### src/sv/command_line_router_defines.svh
// assertion macros shared by the command line router modules
`ifndef COMMAND_LINE_ROUTER_DEFINES_SVH
`define COMMAND_LINE_ROUTER_DEFINES_SVH

// same-cycle implication, sampled on aclk, off during reset
`define CLR_ASSERT_SAME(lbl, ante, cons, msg) \
    lbl: assert property (@(posedge aclk) disable iff (!aresetn) (ante) |-> (cons)) \
        else $error(msg);

// next-cycle implication, sampled on aclk, off during reset
`define CLR_ASSERT_NEXT(lbl, ante, cons, msg) \
    lbl: assert property (@(posedge aclk) disable iff (!aresetn) (ante) |=> (cons)) \
        else $error(msg);

`endif

### src/sv/clr_pkg.sv
// shared types, codes and the slot decode function of the command line router
package clr_pkg;

    localparam int LINE_BYTES_DEF = 64;
    localparam int TASK_COUNT     = 16;
    localparam int SLOT_COUNT     = 62;
    localparam int SLOT_W         = 6;
    localparam int QUEUE_DEPTH    = 2;

    localparam logic OP_REGISTER = 1'b0;
    localparam logic OP_KEY      = 1'b1;

    localparam logic [7:0] KEY_ENTER = 8'h0A;
    localparam logic [7:0] LINE_MARK = 8'h25;
    localparam logic [7:0] CH_DIG_LO = 8'h30;
    localparam logic [7:0] CH_DIG_HI = 8'h39;
    localparam logic [7:0] CH_UP_LO  = 8'h41;
    localparam logic [7:0] CH_UP_HI  = 8'h5A;
    localparam logic [7:0] CH_LOW_LO = 8'h61;
    localparam logic [7:0] CH_LOW_HI = 8'h7A;
    localparam logic [7:0] UP_OFFSET  = 8'd55;
    localparam logic [7:0] LOW_OFFSET = 8'd61;

    // result status codes
    localparam logic [1:0] ST_BYTE    = 2'd0;
    localparam logic [1:0] ST_INVALID = 2'd1;
    localparam logic [1:0] ST_CANNOT  = 2'd2;

    // command kinds passed from front to back
    localparam logic [1:0] CMD_REG   = 2'd0;
    localparam logic [1:0] CMD_KEY   = 2'd1;
    localparam logic [1:0] CMD_ENTER = 2'd2;

    typedef struct packed {
        logic              ok;
        logic [SLOT_W-1:0] idx;
    } slot_t;

    typedef struct packed {
        logic [1:0] kind;
        logic [7:0] code;
        slot_t      slot;
        logic [3:0] task_id;
    } cmd_t;

    function automatic slot_t slot_of(input logic [7:0] c);
        slot_t s;
        s.ok  = 1'b1;
        s.idx = '0;
        if (c >= CH_DIG_LO && c <= CH_DIG_HI) begin
            s.idx = SLOT_W'(c - CH_DIG_LO);
        end else if (c >= CH_UP_LO && c <= CH_UP_HI) begin
            s.idx = SLOT_W'(c - UP_OFFSET);
        end else if (c >= CH_LOW_LO && c <= CH_LOW_HI) begin
            s.idx = SLOT_W'(c - LOW_OFFSET);
        end else begin
            s.ok = 1'b0;
        end
        return s;
    endfunction

endpackage

### src/sv/clr_front.sv
// front end: accepts input beats, classifies them and queues commands
`include "command_line_router_defines.svh"

module clr_front (
    input  logic          aclk,
    input  logic          aresetn,
    input  logic          s_valid,
    output logic          s_ready,
    input  logic          s_opcode,
    input  logic [7:0]    s_char_code,
    input  logic [3:0]    s_task_id,
    output clr_pkg::cmd_t q_cmd,
    output logic          q_valid,
    input  logic          q_pop
);
    localparam int PTR_W = $clog2(clr_pkg::QUEUE_DEPTH);
    localparam int CNT_W = $clog2(clr_pkg::QUEUE_DEPTH + 1);

    clr_pkg::cmd_t   fifo_mem [clr_pkg::QUEUE_DEPTH];
    logic [PTR_W-1:0] wr_ptr_reg, wr_ptr_next;
    logic [PTR_W-1:0] rd_ptr_reg, rd_ptr_next;
    logic [CNT_W-1:0] count_reg, count_next;

    clr_pkg::cmd_t  dec_cmd;
    clr_pkg::slot_t dec_slot;
    logic           keep;
    logic           push;

    always_comb begin
        dec_slot        = clr_pkg::slot_of(s_char_code);
        dec_cmd.code    = s_char_code;
        dec_cmd.slot    = dec_slot;
        dec_cmd.task_id = s_task_id;
        if (s_opcode == clr_pkg::OP_KEY) begin
            dec_cmd.kind = (s_char_code == clr_pkg::KEY_ENTER) ? clr_pkg::CMD_ENTER
                                                                : clr_pkg::CMD_KEY;
        end else begin
            dec_cmd.kind = clr_pkg::CMD_REG;
        end
    end

    // register beats with no slot or an out-of-range task are dropped here
    assign keep = (s_opcode == clr_pkg::OP_KEY) ||
                  (dec_slot.ok && (int'(s_task_id) < clr_pkg::TASK_COUNT));

    assign s_ready = (count_reg != CNT_W'(clr_pkg::QUEUE_DEPTH));
    assign push    = s_valid && s_ready && keep;
    assign q_valid = (count_reg != '0);
    assign q_cmd   = fifo_mem[rd_ptr_reg];

    always_comb begin
        wr_ptr_next = wr_ptr_reg;
        rd_ptr_next = rd_ptr_reg;
        count_next  = count_reg;
        if (push) begin
            wr_ptr_next = (wr_ptr_reg == PTR_W'(clr_pkg::QUEUE_DEPTH - 1)) ? '0
                                                                            : wr_ptr_reg + 1'b1;
        end
        if (q_pop) begin
            rd_ptr_next = (rd_ptr_reg == PTR_W'(clr_pkg::QUEUE_DEPTH - 1)) ? '0
                                                                            : rd_ptr_reg + 1'b1;
        end
        if (push && !q_pop) begin
            count_next = count_reg + 1'b1;
        end else if (!push && q_pop) begin
            count_next = count_reg - 1'b1;
        end
    end

    always_ff @(posedge aclk) begin
        if (!aresetn) begin
            wr_ptr_reg <= '0;
            rd_ptr_reg <= '0;
            count_reg  <= '0;
        end else begin
            wr_ptr_reg <= wr_ptr_next;
            rd_ptr_reg <= rd_ptr_next;
            count_reg  <= count_next;
        end
    end

    always_ff @(posedge aclk) begin
        if (push) begin
            fifo_mem[wr_ptr_reg] <= dec_cmd;
        end
    end

    `CLR_ASSERT_SAME(a_pop_needs_entry, q_pop, count_reg != '0, "pop from empty queue")
    `CLR_ASSERT_NEXT(a_push_counts, push && !q_pop, count_reg == $past(count_reg) + 1'b1, "queue count did not grow on push")

endmodule

### src/sv/clr_back.sv
// back end: line buffer, owner table, command dispatch and result register
`include "command_line_router_defines.svh"

module clr_back #(
    parameter int LINE_BYTES = clr_pkg::LINE_BYTES_DEF
) (
    input  logic          aclk,
    input  logic          aresetn,
    input  clr_pkg::cmd_t q_cmd,
    input  logic          q_valid,
    output logic          q_pop,
    output logic          m_valid,
    input  logic          m_ready,
    output logic [7:0]    m_out_byte,
    output logic [3:0]    m_receiver,
    output logic [1:0]    m_status,
    output logic          m_last
);
    localparam int IDX_W = $clog2(LINE_BYTES);
    localparam int LEN_W = $clog2(LINE_BYTES + 1);

    localparam logic [1:0] S_IDLE   = 2'd0;
    localparam logic [1:0] S_LOOKUP = 2'd1;
    localparam logic [1:0] S_SEND   = 2'd2;

    logic [7:0] line_mem  [LINE_BYTES];
    logic [3:0] owner_mem [clr_pkg::SLOT_COUNT];

    logic [1:0]                    state_reg, state_next;
    logic [LEN_W-1:0]              len_reg, len_next;
    logic [LEN_W-1:0]              cnt_reg, cnt_next;
    logic [LEN_W-1:0]              drain_len_reg, drain_len_next;
    logic [7:0]                    first_reg, first_next;
    clr_pkg::slot_t                cmd_slot_reg, cmd_slot_next;
    logic [clr_pkg::SLOT_COUNT-1:0] marks_reg;
    logic [7:0]                    rd_data_reg;
    logic [3:0]                    owner_q_reg;

    logic       m_valid_reg;
    logic [7:0] m_out_byte_reg;
    logic [3:0] m_receiver_reg;
    logic [1:0] m_status_reg;
    logic       m_last_reg;

    logic             out_free;
    logic             owner_we;
    logic             line_we;
    logic             emit;
    logic [7:0]       emit_byte;
    logic [3:0]       emit_rcv;
    logic [1:0]       emit_status;
    logic             emit_last;
    logic             last_hit;
    logic             mark_ok;
    logic [LEN_W-1:0] cnt_inc;
    logic [LEN_W-1:0] rd_sel;
    logic [IDX_W-1:0] rd_addr;

    assign out_free = !m_valid_reg || m_ready;
    assign q_pop    = (state_reg == S_IDLE) && q_valid && out_free;
    assign owner_we = q_pop && (q_cmd.kind == clr_pkg::CMD_REG);
    assign mark_ok  = cmd_slot_reg.ok && marks_reg[cmd_slot_reg.idx];
    assign cnt_inc  = cnt_reg + 1'b1;
    assign last_hit = (cnt_inc == drain_len_reg);

    // read one ahead while beats flow so the buffer keeps up with the output
    assign rd_sel  = (state_reg == S_SEND && out_free) ? cnt_inc : cnt_reg;
    assign rd_addr = rd_sel[IDX_W-1:0];

    always_comb begin
        state_next     = state_reg;
        len_next       = len_reg;
        cnt_next       = cnt_reg;
        drain_len_next = drain_len_reg;
        first_next     = first_reg;
        cmd_slot_next  = cmd_slot_reg;
        line_we        = 1'b0;
        emit           = 1'b0;
        emit_byte      = 8'd0;
        emit_rcv       = 4'd0;
        emit_status    = clr_pkg::ST_INVALID;
        emit_last      = 1'b1;
        case (state_reg)
            S_IDLE: begin
                if (q_pop) begin
                    case (q_cmd.kind)
                        clr_pkg::CMD_KEY: begin
                            if (len_reg == LEN_W'(LINE_BYTES)) begin
                                len_next = '0;
                                emit     = 1'b1;
                            end else begin
                                line_we  = 1'b1;
                                len_next = len_reg + 1'b1;
                                if (len_reg == LEN_W'(0)) begin
                                    first_next = q_cmd.code;
                                end
                                if (len_reg == LEN_W'(1)) begin
                                    cmd_slot_next = q_cmd.slot;
                                end
                            end
                        end
                        clr_pkg::CMD_ENTER: begin
                            len_next = '0;
                            if (len_reg == LEN_W'(0) || first_reg != clr_pkg::LINE_MARK) begin
                                emit = 1'b1;
                            end else if (len_reg == LEN_W'(1) || !mark_ok) begin
                                emit        = 1'b1;
                                emit_status = clr_pkg::ST_CANNOT;
                            end else begin
                                state_next     = S_LOOKUP;
                                cnt_next       = LEN_W'(1);
                                drain_len_next = len_reg;
                            end
                        end
                        default: begin
                        end
                    endcase
                end
            end
            S_LOOKUP: begin
                state_next = S_SEND;
            end
            S_SEND: begin
                if (out_free) begin
                    emit        = 1'b1;
                    emit_byte   = rd_data_reg;
                    emit_rcv    = owner_q_reg;
                    emit_status = clr_pkg::ST_BYTE;
                    emit_last   = last_hit;
                    cnt_next    = cnt_inc;
                    if (last_hit) begin
                        state_next = S_IDLE;
                    end
                end
            end
            default: begin
                state_next = S_IDLE;
            end
        endcase
    end

    always_ff @(posedge aclk) begin
        if (!aresetn) begin
            state_reg   <= S_IDLE;
            len_reg     <= '0;
            marks_reg   <= '0;
            m_valid_reg <= 1'b0;
        end else begin
            state_reg <= state_next;
            len_reg   <= len_next;
            if (owner_we) begin
                marks_reg[q_cmd.slot.idx] <= 1'b1;
            end
            if (emit) begin
                m_valid_reg <= 1'b1;
            end else if (m_ready) begin
                m_valid_reg <= 1'b0;
            end
        end
    end

    always_ff @(posedge aclk) begin
        cnt_reg       <= cnt_next;
        drain_len_reg <= drain_len_next;
        first_reg     <= first_next;
        cmd_slot_reg  <= cmd_slot_next;
        if (emit) begin
            m_out_byte_reg <= emit_byte;
            m_receiver_reg <= emit_rcv;
            m_status_reg   <= emit_status;
            m_last_reg     <= emit_last;
        end
    end

    // line buffer and owner table: one write and one registered read each
    always_ff @(posedge aclk) begin
        if (line_we) begin
            line_mem[len_reg[IDX_W-1:0]] <= q_cmd.code;
        end
        rd_data_reg <= line_mem[rd_addr];
    end

    always_ff @(posedge aclk) begin
        if (owner_we) begin
            owner_mem[q_cmd.slot.idx] <= q_cmd.task_id;
        end
        owner_q_reg <= owner_mem[cmd_slot_reg.idx];
    end

    assign m_valid    = m_valid_reg;
    assign m_out_byte = m_out_byte_reg;
    assign m_receiver = m_receiver_reg;
    assign m_status   = m_status_reg;
    assign m_last     = m_last_reg;

    `CLR_ASSERT_SAME(a_send_in_range, state_reg == S_SEND, cnt_reg < drain_len_reg, "send index past line end")
    `CLR_ASSERT_SAME(a_error_is_last, m_valid_reg && m_status_reg != clr_pkg::ST_BYTE, m_last_reg, "error beat without last")
    `CLR_ASSERT_SAME(a_len_bounded, 1'b1, len_reg <= LEN_W'(LINE_BYTES), "line length beyond buffer")
    `CLR_ASSERT_NEXT(a_drain_ends, state_reg == S_SEND && out_free && last_hit, state_reg == S_IDLE, "drain did not return to idle")

endmodule

### src/sv/command_line_router.sv
// Timing: a register or key beat is executed when the back end pops it from the queue; error
// results appear on m_ the cycle after that; command bytes are emitted from S_SEND after S_LOOKUP.
// Throughput: one beat per cycle while the back end is idle and m_ is free; a valid command line
// holds it in S_LOOKUP for owner and line buffer reads, then 1 byte a cycle in S_SEND if m_ is free.
// Reset (aresetn, synchronous): clears registered marks, line length, queue and output valid;
// line buffer and owner table are not cleared and no clearing pass runs.
module command_line_router #(
    parameter int LINE_BYTES = clr_pkg::LINE_BYTES_DEF
) (
    input  logic       aclk,
    input  logic       aresetn,
    input  logic       s_valid,
    output logic       s_ready,
    input  logic       s_opcode,
    input  logic [7:0] s_char_code,
    input  logic [3:0] s_task_id,
    output logic       m_valid,
    input  logic       m_ready,
    output logic [7:0] m_out_byte,
    output logic [3:0] m_receiver,
    output logic [1:0] m_status,
    output logic       m_last
);
    clr_pkg::cmd_t q_cmd;
    logic          q_valid;
    logic          q_pop;

    clr_front u_front (
        .aclk        (aclk),
        .aresetn     (aresetn),
        .s_valid     (s_valid),
        .s_ready     (s_ready),
        .s_opcode    (s_opcode),
        .s_char_code (s_char_code),
        .s_task_id   (s_task_id),
        .q_cmd       (q_cmd),
        .q_valid     (q_valid),
        .q_pop       (q_pop)
    );

    clr_back #(
        .LINE_BYTES (LINE_BYTES)
    ) u_back (
        .aclk       (aclk),
        .aresetn    (aresetn),
        .q_cmd      (q_cmd),
        .q_valid    (q_valid),
        .q_pop      (q_pop),
        .m_valid    (m_valid),
        .m_ready    (m_ready),
        .m_out_byte (m_out_byte),
        .m_receiver (m_receiver),
        .m_status   (m_status),
        .m_last     (m_last)
    );

endmodule
### config.mk
export PLATFORM = sky130hd
export DESIGN_NAME = command_line_router
export DESIGN_NICKNAME = d
export VERILOG_FILES = /design/src/sv/clr_pkg.sv /design/src/sv/clr_front.sv /design/src/sv/clr_back.sv /design/src/sv/command_line_router.sv
export VERILOG_INCLUDE_DIRS = /design/src /design/src/sv
export SDC_FILE = /design/constraint.sdc
export NUM_CORES = 1
export LEC_CHECK = 0
export BUFFER_PORTS_ARGS = -buffer_cell sky130_fd_sc_hd__buf_2
export CORE_UTILIZATION = 38
export DETAILED_ROUTE_END_ITERATION = 16
export PLACE_DENSITY = 0.64
export SLEW_MARGIN = 10
export SYNTH_ARGS = -nofsm -noshare
export SYNTH_HDL_FRONTEND = slang
export SYNTH_SLANG_ARGS = --single-unit
### constraint.sdc
create_clock -name aclk -period 4 [get_ports aclk]
set_input_delay 0.2 -clock aclk [delete_from_list [all_inputs] [get_ports aclk]]
set_output_delay 0.2 -clock aclk [all_outputs]
set_load 0.03 [all_outputs]
==> summary.md, run 1 <==
| Metric | Value |
|---|---|
| Status | `finished, final reports clean` |
| Share of the synthesized area in the top cell type | `0.629` |
| Clock insertion delay at the later pin of the skew report | `660 ps` |
| Number of storage elements in the synthesis netlist | `935` |
| Total power after layout | `21.8 mW` |
| Max incr delay on CP | `530 ps` |
| Vias after detailed routing | `24500` |
| Final worst clock skew | `31.0 ps` |
| Post-route DRC violation count | `0` |
| Critical Path Source | `u_back.cnt_reg[1]$_SDFFCE_PP0P_` |
| Mean instance size in the synthesized netlist | `14.9 um^2` |
| Max-cap violations | `0` |
| Ranking of synthesized cells by instance count | `edfxtp_1, nor2_1, mux2i_1, o22ai_1, mux2_2` |
| Gr usage total | `0.186` |
| Combined flip-flop and latch cell area | `27200 um^2` |
| Layout fillers | `9262` |
| Top area cells in the synthesized netlist | `edfxtp_1, mux4_2, dfxtp_1, mux2i_1, mux2_2` |
| Detail Route Antenna Nets | `0` |
| Clock Pin Slew Worst Setup and Hold Paths | `60 ps` |
| Detailed-router iteration count before antenna repair | `6` |
| Sinks on the clock net | `935` |
| Synth-to-layout area growth | `13.4%` |
| Arrival time at the worst endpoint | `4010 ps` |
| Worst hold slack across all endpoints | `85.4 ps` |
| Number of cells in the finished layout apart from fillers | `4264` |
| Total congestion overflow | `0` |
| Launching element type of the critical path | `register` |
| Power density relative to cell area | `476 nW/um^2` |
| Count of final max-slew check failures | `0` |
| Sequential-to-total area share from yosys stat | `0.673` |
| Max FO, Critical Path | `36` |
| Unrepaired setup endpoints after global routing | `no` |
| Die width | `328 um` |
| Hold wc startpoint | `s_valid` |
| Placed wire-length estimate | `63.5 mm` |
| Number of hold-repair buffers added at the cts stage | `13` |
| Min Clock Period, post-route | `3480 ps` |
| Share of cells above drive strength 1 | `0.194` |
| Top-level I/O count | `34` |
| Worst vdd ir | `523 uV` |
| Number of gates resized after CTS | `0` |
| Last weighted congestion value of the routability-driven placer | `0.870` |
| TritonCTS clock tree | `built` |
| Setup slack after layout | `516 ps` |
| Async set-or-reset flop fraction in the synthesized netlist | `0` |
| Total Routed Length | `101 mm` |
| Number of nets produced by synthesis | `2738` |
| Number of global-route vias before repair | `24200` |
| Library cell with the largest summed area after synthesis | `edfxtp_1` |
| Area of the core | `105000 um^2` |
| CTS Buffer Depth | `3` |
| Predominant post-synthesis flop cell | `edfxtp_1` |
| Post-synthesis cell type count | `70` |
| Yosys warnings | `0` |
| Worst flop-to-flop path startpoint | `u_back.cnt_reg[1]$_SDFFCE_PP0P_` |
| Number of antenna violations at the first check in global routing | `0` |
| Row count | `119` |
| CTS root buffer | `clkbuf_16` |
| Post-Route Utilization | `0.435` |
| Port buffer count | `33` |
| Transition time at the pin with the least slew margin | `1260 ps` |
| Vias per Instance | `5.74` |
| Total Die Area | `108000 um^2` |
| Placed Instance Area | `42600 um^2` |
| Critical Path Sink Type | `register` |
| # Post-CTS Setup Buffers | `0` |
| Max-slew headroom | `0.158` |
| TritonCTS buffer count | `94` |
| Final setup violation count | `0` |
| Critical Setup Path Class | `reg2reg` |
| Post-Synthesis Cell Area | `40400 um^2` |
| First-pass GRT wire length | `152 mm` |
| Iteration-0 DRC Markers | `2570` |
| Most used standard cell by instance count after synthesis | `edfxtp_1` |
| Nets | `2831` |
| Fin Setup TNS | `0 ps` |
| Largest net degree at the start of global routing | `110` |
| Required time reported for the critical path endpoint | `4520 ps` |
| Max H-tree Level | `3` |
| Final count of hold timing violations | `0` |
| Antenna Cells | `0` |
| Register-to-Register Setup Slack | `520 ps` |
| Flip-flop count of the largest register, all copies and words added | `512` |
| Footprint of the multi-input gates | `12300 um^2` |
| Portion of the clock cycle consumed by the worst path in the final layout | `0.871` |
| Die boundary height | `328 um` |
| Cell count after synthesis | `2704` |
| Cell occurring most often along the worst timing path | `buf_4` |
| Type of the tightest min-delay check | `in2reg` |
| Post-detailed-route wirelength per cell | `23.7 um` |
| Count of flip-flops with a built-in enable after synthesis | `846` |
| Post-placement worst setup slack | `489 ps` |
| Static Leak | `15.3 nW` |
| Post-route cell area | `45800 um^2` |
| Cell-by-cell trace of the critical path | `buf_4 > ha_1 > nand3_2 > buf_4 > buf_4 > o221ai_1 > a221oi_1 > o21a_1 > nor4_1 > o31ai_1` |
| Number of instances in the placed design | `4079` |
| Slowest cell on crit path | `ha_1` |
| Maximum frequency from static timing analysis | `0.287 GHz` |
| Initial core utilization | `0.384` |
-- report_power, final --
group          switching, mW  internal (mW)  leakage (nW)
clock                   3.71           4.98          1.49
sequential            0.0707           11.4          8.36
combinational           1.30          0.376          5.48
-- layer usage --
metal	GRT usage	up-vias	wire length, um
met5	0	-	0
met4	0.0520	0	2740
met3	0.0325	169	6740
met2	0.310	841	49000
met1	0.250	12500	42500
li1	-	11000	-
-- cell usage in the layout (no fill, tap or decap), drive strengths merged, types with 17 or more instances in the layout --
cell	Yosys	layout
edfxtp	846	846
nor2	285	285
buf	112	174
mux2i	139	139
o22ai	131	131
clkbuf	78	128
mux2	118	118
mux4	96	96
o21ai	94	94
and3	91	91
dfxtp	89	89
o21a	65	65
nor3	62	62
a221oi	47	47
a211o	46	46
nand2	39	39
clkinv	0	32
a22oi	30	30
inv	26	30
o211ai	24	24
a211oi	20	20
a31oi	19	19
o221ai	18	18
nand3	18	18
a21oi	18	18
ha	17	17
-- cell type report --
type,instances,share of cell area
Sequential cell,935,0.594
Timing Repair Buffer,187,0.0312
Tap cell,1391,0.0380
Clock inverter,44,0.00943
Multi-Input combinational cell,1553,0.269
Inverter,26,0.00213
Clock buffer,128,0.0564
-- critical path: cells and delay by family (launching register included) --
family,cells,cell delay [ps]
simple gates,2,930
buf+inv,3,820
compound gates,4,700
fa+ha+maj,1,530
flops,1,350
-- logic make-up (layout without fill, tap and decap cells) --
kind of cell,Yosys count,count (layout),share of synthesized area
XOR/XNOR,25,25,0.00542
adder cells (fa/ha/maj),17,17,0.00527
multiplexers,353,353,0.121
AO/OA/AOI/OAI,576,576,0.102
buffers and inverters,216,385,0.0238
flip-flops,935,935,0.673
AND/OR/NAND/NOR,582,582,0.0691
-- final timing paths --
| check | to | cells after the start |
|---|---|---|
| max | u_back.rd_data_reg[6]$_DFF_P_ | 10 |
| min | u_front.wr_ptr_reg$_SDFFE_PN0N_ | 4 |
| max reg2reg | u_back.rd_data_reg[6]$_DFF_P_ | 10 |
| min reg2reg | u_back.marks_reg[61]$_SDFFE_PN0P_ | 1 |
No activity file was read; power rests on OpenSTA's default activity.
==> inputs of run 2 (changes only) <==
ABC_AREA = 1   (was default)
CTS_BUF_LIST = sky130_fd_sc_hd__clkbuf_8   (was default)
CTS_CLUSTER_DIAMETER = 30   (was default)
==> run 2 against run 1 <==
Against the previous run: synthesized area is 5.6% lower; die area is 5.6% lower; clock skew is 1.4 ps lower; combinational power rose by 24%; final area down 4.5%; critical path type unchanged; setup slack improved by 280 ps; flip-flop and latch count did not move; sequential power hardly changed; highest routed layer unchanged.
==> summary.md, run 2 <==
| Metric | Value |
|---|---|
| Total Routed Length | `95.4 mm (was 101 mm)` |
| NetSw | `5.81 mW (was 5.08 mW)` |
| Footprint of the multi-input gates | `9550 um^2 (was 12300 um^2)` |
| Final count of hold timing violations | `0 (unchanged)` |
| Total congestion overflow | `0 (unchanged)` |
| Sinks on the clock net | `935 (unchanged)` |
| Yosys warnings | `0 (unchanged)` |
| Flip-flop count of the largest register, all copies and words added | `512 (unchanged)` |
| Min Clock Period, post-route | `3200 ps (was 3480 ps)` |
| Critical Path Sink Type | `register (unchanged)` |
| Leading cell types in the layout, fill and taps excluded | `edfxtp_1, nor2_1, nand2_1, o21ai_0, inv_1 (was edfxtp_1, nor2_1, mux2i_1, buf_4, o22ai_1)` |
| Largest net degree at the start of global routing | `165 (was 110)` |
| Register-to-Register Setup Slack | `800 ps (was 520 ps)` |
| Number of global-route vias before repair | `24400 (was 24200)` |
| Post-Synthesis Cell Area | `38100 um^2 (was 40400 um^2)` |
| TritonCTS clock tree | `built (unchanged)` |
| Arrival time at the worst endpoint | `3650 ps (was 4010 ps)` |
| Portion of the clock cycle consumed by the worst path in the final layout | `0.800 (was 0.871)` |
| Initial core utilization | `0.385 (was 0.384)` |
| Max-slew headroom | `0.171 (was 0.158)` |
| Critical Setup Path Class | `reg2reg (unchanged)` |
| Layout fillers | `8880 (was 9262)` |
| CTS root buffer | `clkbuf_8 (was clkbuf_16)` |
| Cell count after synthesis | `3257 (was 2704)` |
| Top area cells in the synthesized netlist | `edfxtp_1, nor2_1, o21ai_0, dfxtp_1, nand2_1 (was edfxtp_1, mux4_2, dfxtp_1, mux2i_1, mux2_2)` |
| Number of gates resized after CTS | `0 (unchanged)` |
| Launching element type of the critical path | `register (unchanged)` |
| Combined flip-flop and latch cell area | `27200 um^2 (unchanged)` |
| First-pass GRT wire length | `145 mm (was 152 mm)` |
| Number of nets produced by synthesis | `3291 (was 2738)` |
| Final worst clock skew | `29.6 ps (was 31.0 ps)` |
| TritonCTS buffer count | `167 (was 94)` |
| Transition time at the pin with the least slew margin | `1230 ps (was 1260 ps)` |
| Max-cap violations | `0 (unchanged)` |
| Post-route cell area | `43700 um^2 (was 45800 um^2)` |
| Share of the synthesized area in the top cell type | `0.667 (was 0.629)` |
| Area of the core | `98900 um^2 (was 105000 um^2)` |
| Post-synthesis cell type count | `46 (was 70)` |
| Number of hold-repair buffers added at the cts stage | `15 (was 13)` |
| Leading cell type in the layout, fill and taps excluded | `edfxtp_1 (unchanged)` |
| CTS Buffer Depth | `3 (unchanged)` |
| Post-detailed-route wirelength per cell | `19.8 um (was 23.7 um)` |
| Library cell with the largest summed area after synthesis | `edfxtp_1 (unchanged)` |
| Max FO, Critical Path | `24 (was 36)` |
| Die width | `319 um (was 328 um)` |
| # Post-CTS Setup Buffers | `0 (unchanged)` |
| Switching Share | `0.253 (was 0.233)` |
| Fin Setup TNS | `0 ps (unchanged)` |
| Post-route DRC violation count | `0 (unchanged)` |
| Nets | `3423 (was 2831)` |
| Count of flip-flops with a built-in enable after synthesis | `846 (unchanged)` |
| Placed wire-length estimate | `57.1 mm (was 63.5 mm)` |
| Static Leak | `15.1 nW (was 15.3 nW)` |
| Predominant post-synthesis flop cell | `edfxtp_1 (unchanged)` |
| Cell-internal power | `17.1 mW (was 16.7 mW)` |
| Placed Instance Area | `40000 um^2 (was 42600 um^2)` |
| Worst vdd ir | `311 uV (was 523 uV)` |
| Power density relative to cell area | `525 nW/um^2 (was 476 nW/um^2)` |
| Status | `finished, final reports clean (unchanged)` |
| Number of storage elements in the synthesis netlist | `935 (unchanged)` |
| Die boundary height | `319 um (was 328 um)` |
| Total Die Area | `102000 um^2 (was 108000 um^2)` |
| Last weighted congestion value of the routability-driven placer | `0.844 (was 0.870)` |
| Maximum frequency from static timing analysis | `0.313 GHz (was 0.287 GHz)` |
| Clock insertion delay at the later pin of the skew report | `830 ps (was 660 ps)` |
| Async set-or-reset flop fraction in the synthesized netlist | `0 (unchanged)` |
| Fraction of power consumed by combinational cells | `0.091 (was 0.077)` |
| Most used standard cell by instance count after synthesis | `edfxtp_1 (unchanged)` |
| Final setup violation count | `0 (unchanged)` |
| Required time reported for the critical path endpoint | `4450 ps (was 4520 ps)` |
| Number of antenna violations at the first check in global routing | `4 (was 0)` |
| Synth-to-layout area growth | `14.7% (was 13.4%)` |
| Relative contribution of sequential cells to total power | `0.507 (was 0.525)` |
| Unrepaired setup endpoints after global routing | `no (unchanged)` |
| Detail Route Antenna Nets | `0 (unchanged)` |
| Vias after detailed routing | `25400 (was 24500)` |
| Gr usage total | `0.186 (about the same)` |
| Port buffer count | `33 (unchanged)` |
| Clock Pin Slew Worst Setup and Hold Paths | `60 ps (about the same)` |
| Ranking of synthesized cells by instance count | `edfxtp_1, nor2_1, nand2_1, o21ai_0, inv_1 (was edfxtp_1, nor2_1, mux2i_1, o22ai_1, mux2_2)` |
| Mean instance size in the synthesized netlist | `11.7 um^2 (was 14.9 um^2)` |
| Type of the tightest min-delay check | `in2reg (unchanged)` |
| Part of the power in the clock network | `0.402 (was 0.398)` |
| Top-level I/O count | `34 (unchanged)` |
| Iteration-0 DRC Markers | `2750 (was 2570)` |
| Vias per Instance | `5.28 (was 5.74)` |
| Count of final max-slew check failures | `0 (unchanged)` |
| Detailed-router iteration count before antenna repair | `5 (was 6)` |
| Max H-tree Level | `4 (was 3)` |
| Share of cells above drive strength 1 | `0.122 (was 0.194)` |
| Row count | `115 (was 119)` |
| Sequential-to-total area share from yosys stat | `0.714 (was 0.673)` |
-- run 2: cell count changes after synthesis, moves of 60 or more --
cell | before | now
o21ai_1 | 5 | 65
mux4_2 | 96 | 0
o22ai_1 | 131 | 64
mux2i_1 | 139 | 0
nand2_1 | 38 | 420
nor2_1 | 285 | 605
o211ai_1 | 24 | 130
o21ai_0 | 89 | 376
nand3_1 | 18 | 149
and3_1 | 91 | 1
mux2_2 | 118 | 13
o21a_1 | 65 | 3
inv_1 | 26 | 151
-- run 2: through the flow --
step | util | setup slack [ps] | hold WS, ps | power, mW | instances
after floorplan | - | 1280 | 298 | 12.9 | 3257
after detailed placement | 0.405 | 867 | 398 | 13.9 | 4492
after global routing | 0.442 | 595 | 74.2 | 23.7 | 4817
after CTS | 0.442 | 862 | 51.1 | 23.1 | 4815
after global placement | 0.405 | 906 | 390 | 13.8 | 4492
final | 0.442 | 801 | 104 | 22.9 | 4818
-- run 2: kinds of logic (layout without fill, tap and decap cells) --
| group | after synthesis | after routing | share of synthesized area |
|---|---|---|---|
| AO/OA/AOI/OAI | 714 | 714 | 0.109 |
| XOR/XNOR | 10 | 10 | 0.00230 |
| adder cells (fa/ha/maj) | 17 | 17 | 0.00558 |
| buffers and inverters | 343 | 614 | 0.0367 |
| flip-flops | 935 | 935 | 0.714 |
| multiplexers | 13 | 13 | 0.00384 |
| other | 0 | 3 | 0 |
| AND/OR/NAND/NOR | 1225 | 1225 | 0.129 |
-- run 2: final cells by class --
class                   count  share of cell area
repair buffers            146              0.0281
diodes                      3            0.000172
inverters                 160              0.0139
flip-flops and latches    935               0.622
well taps                1287              0.0368
clock buffers             177              0.0557
multi-input cells        1979               0.218
clock inverters           131              0.0248
-- run 2: metal layers --
layer,wire [um],vias to the layer above,part of all wire,track usage
li1,-,11900,-,-
met1,42400,12300,0.44,0.264
met2,42900,1019,0.45,0.280
met3,7700,164,0.081,0.0409
met4,2390,0,0.025,0.0695
met5,0,-,0,0
-- run 2: final timing paths --
| check | start | depth (start not counted) | end |
|---|---|---|---|
| hold reg to reg | u_back.marks_reg[57]$_SDFFE_PN0P_ | 2 | u_back.marks_reg[57]$_SDFFE_PN0P_ |
| setup reg to reg | register | 7 | u_back.owner_mem[16][2]$_DFFE_PP_ |
| hold / removal | s_valid | 6 | u_front.wr_ptr_reg$_SDFFE_PN0N_ |
| setup / recovery | register | 7 | u_back.owner_mem[16][2]$_DFFE_PP_ |
-- run 2: worst max-delay path, stage by stage (launching register included) --
cell and delay, ps:
dfxtp_1 440, buf_4 370, nand2_1 80, o21ai_0 140
inv_1 100, nor2_1 260, nand3_1 650, nor2_1 760
-- run 2: power groups by stage --
stage	Clock [mW]	Combinational [mW]	Sequential [mW]
2_1_floorplan	0	1.11	11.8
3_3_place_gp	0	2.03	11.8
3_5_place_dp	0	2.06	11.8
4_1_cts	9.38	2.08	11.6
5_1_grt	9.82	2.27	11.6
6_report	9.23	2.08	11.6
